--- src/design/sru_pkg.sv ---
// Shared types, constants and widths of the sprite rectangle clip unit.
// Used by every module of the block and by its checker.
`timescale 1ns / 1ps

package sru_pkg;

  localparam int IN_DATA_W       = 240;
  localparam int OUT_DATA_W      = 104;
  localparam int CFG_IDX_W       = 3;
  localparam int CFG_DATA_W      = 24;
  localparam int QUEUE_DEPTH_DEF = 2;

  localparam logic signed [25:0] POS_MAX  = 26'sd8388607;
  localparam logic [16:0]        FRAC_ONE = 17'h10000;

  // Configuration register indexes.
  typedef enum logic [CFG_IDX_W-1:0] {
    CFG_SCREEN_WIDTH  = 3'd0,
    CFG_SCREEN_HEIGHT = 3'd1,
    CFG_CLIP_LEFT     = 3'd2,
    CFG_CLIP_TOP      = 3'd3,
    CFG_CLIP_EXTENT_X = 3'd4,
    CFG_CLIP_EXTENT_Y = 3'd5
  } cfg_reg_t;

  typedef enum logic [1:0] {
    CORNER_TL = 2'd0,
    CORNER_TR = 2'd1,
    CORNER_BR = 2'd2,
    CORNER_BL = 2'd3
  } corner_t;

  typedef struct packed {
    logic [22:0]        screen_width;
    logic [22:0]        screen_height;
    logic signed [23:0] clip_left;
    logic signed [23:0] clip_top;
    logic [22:0]        clip_extent_x;
    logic [22:0]        clip_extent_y;
  } sru_cfg_t;

  // Classified rectangle handed from the front to the back.
  typedef struct packed {
    logic               empty;
    logic signed [23:0] x0;
    logic signed [23:0] x1;
    logic signed [23:0] y0;
    logic signed [23:0] y1;
    logic [3:0][22:0]   cut;    // left, right, top, bottom
    logic [22:0]        rw;
    logic [22:0]        rh;
    logic signed [23:0] utl;
    logic signed [23:0] vtl;
    logic signed [24:0] du_x;
    logic signed [24:0] du_y;
    logic signed [24:0] dv_x;
    logic signed [24:0] dv_y;
  } sru_item_t;

  typedef struct packed {
    logic [1:0]         corner;
    logic signed [23:0] pos_x;
    logic signed [23:0] pos_y;
    logic signed [23:0] tex_u;
    logic signed [23:0] tex_v;
    logic               visible;
    logic               last;
  } sru_result_t;

endpackage

--- src/design/sru_queue.sv ---
// Short queue between the front and the back of the clip unit.
// Depends on sru_pkg.
`timescale 1ns / 1ps

module sru_queue
  import sru_pkg::*;
#(
  parameter int DEPTH = QUEUE_DEPTH_DEF
) (
  input  logic      clk,
  input  logic      rst,
  input  logic      in_valid,
  output logic      in_ready,
  input  sru_item_t in_item,
  output logic      out_valid,
  input  logic      out_ready,
  output sru_item_t out_item
);

  localparam int PTR_W = (DEPTH > 1) ? $clog2(DEPTH) : 1;
  localparam int CNT_W = $clog2(DEPTH + 1);

  sru_item_t          slots [DEPTH];
  logic [PTR_W-1:0]   wr_ptr, rd_ptr;
  logic [CNT_W-1:0]   count;
  logic               push, pop;

  assign in_ready  = (count != CNT_W'(DEPTH));
  assign out_valid = (count != '0);
  assign out_item  = slots[rd_ptr];
  assign push      = in_valid && in_ready;
  assign pop       = out_valid && out_ready;

  // Pointers and fill count.
  always_ff @(posedge clk) begin
    if (rst) begin
      wr_ptr <= '0;
      rd_ptr <= '0;
      count  <= '0;
    end else begin
      if (push) begin
        wr_ptr <= (wr_ptr == PTR_W'(DEPTH - 1)) ? '0 : wr_ptr + 1'b1;
      end
      if (pop) begin
        rd_ptr <= (rd_ptr == PTR_W'(DEPTH - 1)) ? '0 : rd_ptr + 1'b1;
      end
      if (push && !pop) begin
        count <= count + 1'b1;
      end else if (pop && !push) begin
        count <= count - 1'b1;
      end
    end
  end

  // Storage.
  always_ff @(posedge clk) begin
    if (push) begin
      slots[wr_ptr] <= in_item;
    end
  end

endmodule

--- config.mk ---
export PLATFORM = sky130hd
export DESIGN_NAME = sru_queue
export DESIGN_NICKNAME = d
export VERILOG_FILES = /design/src/design/sru_pkg.sv /design/src/design/sru_queue.sv
export SDC_FILE = /design/constraint.sdc
export NUM_CORES = 1
export LEC_CHECK = 0
export BUFFER_PORTS_ARGS = -buffer_cell sky130_fd_sc_hd__buf_2
export CAP_MARGIN = 5
export CORE_AREA = 3 3 302 304
export CTS_CLUSTER_DIAMETER = 30
export DETAILED_ROUTE_END_ITERATION = 8
export DIE_AREA = 0 0 305 307
export MAX_ROUTING_LAYER = met4
export REMOVE_ABC_BUFFERS = 1
export SLEW_MARGIN = 5
export SYNTH_ARGS = -nofsm -noshare
export SYNTH_HDL_FRONTEND = slang
export SYNTH_SLANG_ARGS = --single-unit
export TNS_END_PERCENT = 100
--- constraint.sdc ---
create_clock -name clk -period 15.6 [get_ports clk]
set_clock_uncertainty 0.15 [all_clocks]
set_input_delay 3.9 -clock clk [delete_from_list [all_inputs] [get_ports clk]]
set_output_delay 3.9 -clock clk [all_outputs]
set_load 0.05 [all_outputs]
==> impl_metrics.json <==
{
  "status": "finished, final reports clean",
  "final_common_cell": "buf_2",
  "io_pins": 772,
  "clock-sinks": 771,
  "netlist_area_sq_um": 29700,
  "grt_overflow": 0,
  "drt_iter0_drc": 820,
  "whs_ns": 0.354,
  "dp_cells": 3118,
  "tns_ns": 0,
  "peakVddDrop_v": 0.000141,
  "rsz0062_at_grt": "no",
  "rr_startpoint": "count[0]",
  "crit_arrival_ns": 4.14,
  "syn_avg_cell_area_sq_um": 24.4,
  "cts.repair.resized": 0,
  "multi_input_comb_area_sq_um": 5830,
  "core_sq_um": 88500,
  "grt_pass1_vias": 16500,
  "slew-limit-headroom": 0.200,
  "cp.depth": 4,
  "max_freq_mhz": 122,
  "worstReg2RegEnd": "slots[0][341]",
  "viasPerCell": 4.35,
  "dieArea_sq_um": 93600,
  "finalPower_mw": 8.47,
  "maxCapViolCount": 0,
  "synth.distinct_cells": 20,
  "layout.nets": 2502,
  "ys_seq_elements": 771,
  "wl_per_cell_microns": 20.2,
  "vias": 14900,
  "cts.path.max_buffers": 3,
  "critPathTopFamily": "buffers and inverters",
  "worstSkewPairLatency_ns": 0.72,
  "postCtsHoldBufs": 0,
  "design_area_sq_um": 39700,
  "ys_warn_count": 0,
  "worstSetupPathType": "reg -> out",
  "route.detailed.drc": 0,
  "grt.total_usage": 0.148,
  "slew_viol_final": 0,
  "report.final.hold_viol_count": 0,
  "path_buf_inv": 3,
  "synth_top_area_frac": 0.775,
  "regArea_sq_um": 23100,
  "cts_htree_levels": 4,
  "synth_top_cell_by_area": "edfxtp_1",
  "cts_made_buffers": 159,
  "min_period_ns": 8.19,
  "start_util": 0.335,
  "final-setup-viol-count": 0,
  "post_cts.repair.setup_buffers": 0,
  "timing.critical_path.to_type": "output pin",
  "rr_worst_depth": 5,
  "die_w_microns": 305,
  "critPathCapture": "out_item[379]",
  "slowest_stage": "dfxtp_4",
  "tightest_slew_ns": 1.20,
  "place_area_sq_um": 34400,
  "p_per_area_nw_per_um2": 213,
  "grt_max_degree": 165,
  "grt_pass1_wl_microns": 101000,
  "layout_common_cells": "771 x buf_2, 766 x edfxtp_1, 370 x mux2_4, 164 x clkbuf_16, 31 x clkinv_1",
  "postRouteAntennaNets": 0,
  "yosys-top-cells-area": "edfxtp_1 77%, mux2_4 19%, buf_12 2.2%, mux2_2 0.49%, buf_6 0.34%",
  "worst_ep_required_time_ns": 11.55,
  "clock-root-buffer": "clkbuf_16",
  "nFillCells": 7577,
  "syn2layout_area_growth_pct": 33.6,
  "synth_seq_area_share": 0.778,
  "rrSetupSlack_ns": 11.71,
  "min_path_type": "reg -> reg",
  "worstPathMaxFanout": 123,
  "die-height_microns": 307,
  "cts_tree": "yes",
  "grt_antenna_before_repair": 11,
  "syn_inst": 1216,
  "leakagePower_nw": 15.6,
  "worstPathCellList": "buf_12, buf_4, mux2_2, buf_2",
  "globalplace.congestion": 0.794,
  "critical_path.startpoint_type": "register",
  "critPathMaxStageDelay_ns": 0.88,
  "clkTransAtPathRegs_ns": 0.04,
  "first_pass_iters": 5,
  "layout.cells.non_filler": 3424,
  "finalWirelength_microns": 69100,
  "dpl.hpwl_microns": 46500,
  "rows": 109,
  "numPortBuffers": 771,
  "period_share": 0.525,
  "final_layout_size_suffix_gt1_frac": 0.625
}
-- worst min path at each step --
stage / startpoint / end / slack [ns] / cells past startpoint
detailed placement: rd_ptr / register / 0.34 / 2
floorplan: count[1] / count[1] / 0.32 / 2
finish: rd_ptr / register / 0.35 / 2
global route: rd_ptr / rd_ptr / 0.40 / 2
global placement: rd_ptr / register / 0.33 / 2
CTS: rd_ptr / register / 0.36 / 2
-- stage by stage --
step                worst slack [ns]   util
floorplan                      -4.08      -
global placement                8.25  0.389
detailed placement              8.23  0.389
CTS                             7.38  0.448
global route                    7.22  0.448
finish                          7.41  0.448
-- flip-flops by register name (all words and copies together) (netlist names), named ones only --
name and count:
rd_ptr 1, slots 766, wr_ptr 1, count 2
-- kinds of logic after synthesis --
group,count (synthesis),share of synthesized area
flops,771,0.778
xor+xnor,3,0.000885
fa+ha+maj,1,0.000421
simple gates,9,0.00169
buf+inv,44,0.0260
compound gates,5,0.00101
mux,383,0.192
-- power breakdown --
part	leakage [nW]	switching [mW]	total [mW]	internal, mW
registers	7.19	0.0830	2.68	2.60
logic	5.85	1.76	2.55	0.789
clock network	2.54	1.05	3.24	2.19
-- synthesized netlist by cell type, drive strengths merged --
| cell type | count |
|---|---|
| nor2 | 3 |
| nand2b | 1 |
| nand3b | 1 |
| xor2 | 3 |
| and2 | 1 |
| or2 | 1 |
| a21bo | 1 |
| mux2 | 383 |
| and3 | 1 |
| o21ai | 2 |
| edfxtp | 766 |
| or3 | 1 |
| inv | 1 |
| dfxtp | 5 |
| ha | 1 |
| a21oi | 2 |
| buf | 43 |
-- tightest hold or removal path, cell delays in order, from the launching register on --
cell     delay [ns]
dfxtp_1        0.32
xor2_1         0.08
nor2_1         0.07
-- per-layer routing --
metal  up-vias  track usage  part of all wire
met2       598        0.260              0.54
met4         0       0.0617             0.028
met5         -            -                 0
met1      7376        0.144              0.35
met3       139       0.0601             0.085
li1       6768            -                 -
-- final cells by class --
type,instances,area share
Inverter,1,0.000284
Sequential cell,771,0.582
Antenna cell,13,0.000820
Clock inverter,103,0.0266
Multi-Input combinational cell,401,0.147
Tap cell,1165,0.0367
Clock buffer,190,0.106
Timing Repair Buffer,780,0.101
Note: power is estimated with default switching activity, not from simulation.
