--- src/design/sru_pkg.sv ---
// Shared types, constants and widths of the sprite rectangle clip unit.
// Used by every module of the block and by its checker.
`timescale 1ns / 1ps

package sru_pkg;

  localparam int IN_DATA_W       = 240;
  localparam int OUT_DATA_W      = 104;
  localparam int CFG_IDX_W       = 3;
  localparam int CFG_DATA_W      = 24;
  localparam int QUEUE_DEPTH_DEF = 2;

  localparam logic signed [25:0] POS_MAX  = 26'sd8388607;
  localparam logic [16:0]        FRAC_ONE = 17'h10000;

  // Configuration register indexes.
  typedef enum logic [CFG_IDX_W-1:0] {
    CFG_SCREEN_WIDTH  = 3'd0,
    CFG_SCREEN_HEIGHT = 3'd1,
    CFG_CLIP_LEFT     = 3'd2,
    CFG_CLIP_TOP      = 3'd3,
    CFG_CLIP_EXTENT_X = 3'd4,
    CFG_CLIP_EXTENT_Y = 3'd5
  } cfg_reg_t;

  typedef enum logic [1:0] {
    CORNER_TL = 2'd0,
    CORNER_TR = 2'd1,
    CORNER_BR = 2'd2,
    CORNER_BL = 2'd3
  } corner_t;

  typedef struct packed {
    logic [22:0]        screen_width;
    logic [22:0]        screen_height;
    logic signed [23:0] clip_left;
    logic signed [23:0] clip_top;
    logic [22:0]        clip_extent_x;
    logic [22:0]        clip_extent_y;
  } sru_cfg_t;

  // Classified rectangle handed from the front to the back.
  typedef struct packed {
    logic               empty;
    logic signed [23:0] x0;
    logic signed [23:0] x1;
    logic signed [23:0] y0;
    logic signed [23:0] y1;
    logic [3:0][22:0]   cut;    // left, right, top, bottom
    logic [22:0]        rw;
    logic [22:0]        rh;
    logic signed [23:0] utl;
    logic signed [23:0] vtl;
    logic signed [24:0] du_x;
    logic signed [24:0] du_y;
    logic signed [24:0] dv_x;
    logic signed [24:0] dv_y;
  } sru_item_t;

  typedef struct packed {
    logic [1:0]         corner;
    logic signed [23:0] pos_x;
    logic signed [23:0] pos_y;
    logic signed [23:0] tex_u;
    logic signed [23:0] tex_v;
    logic               visible;
    logic               last;
  } sru_result_t;

endpackage

--- src/design/sru_front.sv ---
// Front part: accepts a rectangle, clips it against the screen-limited window.
// Depends on sru_pkg.
`timescale 1ns / 1ps

module sru_front
  import sru_pkg::*;
(
  input  logic                 clk,
  input  logic                 rst,
  input  sru_cfg_t             cfg,
  input  logic                 in_valid,
  output logic                 in_ready,
  input  logic [IN_DATA_W-1:0] in_data,
  output logic                 out_valid,
  input  logic                 out_ready,
  output sru_item_t            out_item
);

  logic signed [25:0] rx, ry, x1, y1, cl, ct, xc, yc, xec, yec;
  logic signed [25:0] x0c, x1c, y0c, y1c, cut_l, cut_r, cut_t, cut_b;
  logic [22:0]        rw, rh;
  logic signed [23:0] utl, vtl, utr, vtr, ubl, vbl;
  sru_item_t          item_next;

  // Window limits and clipped edges.
  always_comb begin
    rx  = {{2{in_data[23]}}, in_data[23:0]};
    ry  = {{2{in_data[47]}}, in_data[47:24]};
    rw  = in_data[70:48];
    rh  = in_data[93:71];
    utl = in_data[117:94];
    vtl = in_data[141:118];
    utr = in_data[165:142];
    vtr = in_data[189:166];
    ubl = in_data[213:190];
    vbl = in_data[237:214];

    cl = {{2{cfg.clip_left[23]}}, cfg.clip_left};
    ct = {{2{cfg.clip_top[23]}}, cfg.clip_top};
    xc = (cl > 26'sd0) ? cl : 26'sd0;
    yc = (ct > 26'sd0) ? ct : 26'sd0;
    xec = cl + $signed({3'b000, cfg.clip_extent_x});
    yec = ct + $signed({3'b000, cfg.clip_extent_y});
    if (xec > POS_MAX) xec = POS_MAX;
    if (yec > POS_MAX) yec = POS_MAX;
    if (xec > $signed({3'b000, cfg.screen_width})) xec = $signed({3'b000, cfg.screen_width});
    if (yec > $signed({3'b000, cfg.screen_height})) yec = $signed({3'b000, cfg.screen_height});

    x1 = rx + $signed({3'b000, rw});
    y1 = ry + $signed({3'b000, rh});

    x0c   = (rx < xc) ? xc : rx;
    cut_l = (rx < xc) ? (xc - rx) : 26'sd0;
    x1c   = (x1 > xec) ? xec : x1;
    cut_r = (x1 > xec) ? (x1 - xec) : 26'sd0;
    y0c   = (ry < yc) ? yc : ry;
    cut_t = (ry < yc) ? (yc - ry) : 26'sd0;
    y1c   = (y1 > yec) ? yec : y1;
    cut_b = (y1 > yec) ? (y1 - yec) : 26'sd0;

    item_next.empty = (rw == 23'd0) || (rh == 23'd0) || (x0c >= x1c) || (y0c >= y1c);
    item_next.x0    = x0c[23:0];
    item_next.x1    = x1c[23:0];
    item_next.y0    = y0c[23:0];
    item_next.y1    = y1c[23:0];
    item_next.cut[0] = cut_l[22:0];
    item_next.cut[1] = cut_r[22:0];
    item_next.cut[2] = cut_t[22:0];
    item_next.cut[3] = cut_b[22:0];
    item_next.rw    = rw;
    item_next.rh    = rh;
    item_next.utl   = utl;
    item_next.vtl   = vtl;
    item_next.du_x  = {utr[23], utr} - {utl[23], utl};
    item_next.du_y  = {ubl[23], ubl} - {utl[23], utl};
    item_next.dv_x  = {vtr[23], vtr} - {vtl[23], vtl};
    item_next.dv_y  = {vbl[23], vbl} - {vtl[23], vtl};
  end

  assign in_ready = !out_valid || out_ready;

  // Output register of the front.
  always_ff @(posedge clk) begin
    if (rst) begin
      out_valid <= 1'b0;
    end else if (in_ready) begin
      out_valid <= in_valid;
    end
    if (in_valid && in_ready) begin
      out_item <= item_next;
    end
  end

endmodule

--- config.mk ---
export PLATFORM = sky130hd
export DESIGN_NAME = sru_front
export DESIGN_NICKNAME = d
export VERILOG_FILES = /design/src/design/sru_pkg.sv /design/src/design/sru_front.sv
export SDC_FILE = /design/constraint.sdc
export NUM_CORES = 1
export LEC_CHECK = 0
export ABC_CLOCK_PERIOD_IN_PS = 15200
export BUFFER_PORTS_ARGS = -buffer_cell sky130_fd_sc_hd__buf_4
export CORE_AREA = 8 8 292 294
export CTS_CLUSTER_SIZE = 28
export DETAILED_ROUTE_END_ITERATION = 16
export DIE_AREA = 0 0 300 302
export SLEW_MARGIN = 20
export SYNTH_ARGS = -nofsm -noshare
export SYNTH_HDL_FRONTEND = slang
export SYNTH_SLANG_ARGS = --single-unit
--- constraint.sdc ---
create_clock -name clk -period 15.2 [get_ports clk]
set_clock_uncertainty 0.05 [all_clocks]
set_input_delay 2.28 -clock clk [delete_from_list [all_inputs] [get_ports clk]]
set_output_delay 2.28 -clock clk [all_outputs]
set_load 0.005 [all_outputs]
==> metrics <==
slowest cell on the critical path=a221oi_1; Area contributors post-synth=edfxtp_1 (37%), ha_1 (17%), xnor2_1 (4.0%); fraction of layout cells with a size suffix above 1=23.5%; first-pass GRT wire length=between 150000 and 200000 um; Post-synth ARST share=0%; Setup crit end kind=flip-flop; die area=approximately 0.091 mm^2; WS Path Type=in2reg; DRC=0; vias in the first global route=27500; TritonCTS clock tree=built; area leader, netlist=edfxtp_1; Die Y=slightly above 300 um; clk sinks=384; Final ANT Viol Nets=0; final slew viol count=0; Post-synth EDFFs=383; cell with the most instances after synthesis=ha_1; worst hold-check path type=reg2reg; core area=~0.081 mm^2; maximum number of pins on one net before global-route repair=76; VDD IR max=0.0905 mV; clk_lat worst skew=0.59 ns; CP max FO=19; Post-DP HPWL=106000 um; Max Clock Freq=0.0697 GHz; clock root cell=clkbuf_16; via count=28400; initial antenna violation count=5; Netlist cell types=92; Port Buffers=766; sequential share of the synthesized area=between 30% and 40%; # rows=105; FF+latch count, synth=384; LEAKAGE=18.4 nW; Initial Util=38.8%; yosys warns=0; Layout area overhead=27.5%; Final GP Congestion=0.965; vias per cell=around 5.5; period utilization=between 90% and 100%; outcome=finished, final reports clean; Slew @ Worst Pin=1.18 ns; # IOs=769; Design Power=4.92 mW; Most used DFF post-synth=edfxtp_1; 1st-iter DRT viols=between 2000 and 2500; crit-path most repeated cell=buf_4; post-synth top area share=a little over a third; maxcap violations=0; CTS buffer count=47; Hold Fails Final Rpt=0; Final Cell Area=0.0401 mm^2; CP Data Required Time=15.46 ns; Startpoint Class=input pin; worst rel slew slack=20.4%; top cells by count, synth=ha_1 (430), edfxtp_1 (383), inv_1 (297); Setup-failing EPs final=0; PwrDens=123 mW/mm^2; postcts setup bufs=0; grt total ovfl=0; Crit path largest cell delay=0.50 ns; CP arrival=14.61 ns; WL/cell=24.0 um; Final nets=4927; Final Critical Period=14.34 ns; Post-Syn Area=0.0314 mm^2; Pre-Repair DR Iteration Count=5; Overall Global Routing Usage=between 20% and 30%; Longest Clk Path Bufs=3; die width=300 um; Worst-path clk slew=0.06 ns; CTS HTree Levels=2; Avg Cell Area, Syn=9.53 um^2; final WL=125000 um; DP Area=approximately 0.039 mm^2; Syn Inst Count=3298
timing repair:
| item | CTS | global route |
|---|---|---|
| resized for setup | 0 | 7 |
| endpoints found under the setup margin | 0 | 1 |
| hold buffers | 0 | 0 |
power breakdown:
group	switching, mW	internal, mW	leakage [nW]	total, mW
logic	1.38	0.999	14.0	2.37
registers	0.0598	1.42	3.74	1.48
clock network	0.470	0.598	0.693	1.07
cells by family after synthesis:
logic type | synth area share (%)
other | 0.0119
flip-flops | 36.7
AO/OA/AOI/OAI | 18.5
AND/OR/NAND/NOR | 14.8
XOR/XNOR | 6.10
buffers and inverters | 4.49
multiplexers | 1.60
adder cells (fa/ha/maj) | 17.9
metrics by stage:
step	setup TNS [ns]	hold WS [ns]	worst slack [ns]	utilization [%]	cells
3_3_place_gp	0	0.464	0.432	47.7	5122
3_5_place_dp	0	0.483	0.363	47.7	5122
6_report	0	0.496	0.856	49.5	5208
2_1_floorplan	0	0.472	0.867	-	3299
5_1_grt	-0.000165	0.529	-0.000165	49.5	5208
4_1_cts	0	0.495	0.953	49.5	5205
sequential cells by signal, summed over array words and instances, names as in the netlist:
signal,flops
out_valid,1
out_item,383
critical path: cells and delay by family:
kind                       cells  cell delay (ns)
muxes                          1             0.29
buffers and inverters         10             1.63
and+or+nand+nor               17             2.52
adders and majority gates      6             1.88
xor gates and xnor gates       1             0.17
AOI/OAI and AO/OA             27             5.84
area by class of cell:
class                           count  area, um^2
Sequential cell                   384       11500
Inverter                          297        1110
Timing Repair Buffer              817        6150
Clock inverter                     31         223
Clock buffer                       52        1190
Fill cell                        7786       40900
Multi-Input combinational cell   2554       18500
Antenna cell                        3        7.51
Tap cell                         1070        1340
cells in the final DEF (no fill, tap or decap), drive strengths merged, types with 16 or more instances in the layout:
cell type	instances
nand2b	57
nand2	265
buf	817
nand4	33
o21bai	24
o21a	70
a31oi	46
ha	430
edfxtp	383
mux2	16
a21oi	223
mux2i	32
xnor2	142
a21o	101
a31o	21
or3	19
and3	23
nor3	72
inv	297
a211oi	35
nor4	34
xor2	77
o21ai	211
clkbuf	52
nand3	71
nor2	248
nor2b	59
or2	18
clkinv	27
final timing paths:
kind                                        startpoint                       to  slack, ns  cells after the start
worst max-delay path                           cfg[47]  out_item[382]$_DFFE_PP_       0.86                     62
worst min-delay path            out_valid$_SDFFE_PP0N_   out_valid$_SDFFE_PP0N_       0.50                      2
worst max register to register  out_valid$_SDFFE_PP0N_  out_item[132]$_DFFE_PP_      12.13                      4
worst min register to register  out_valid$_SDFFE_PP0N_   out_valid$_SDFFE_PP0N_       0.50                      2
metal layers:
metal  GRT usage [%]  wire length (um)  vias up
li1                -                 -    13700
met1            33.0             52100    13500
met2            44.1             58900     1092
met3            6.32             10200      163
met4            7.69              3670        4
met5               0                23        -
(Power assumes the default switching activity.)
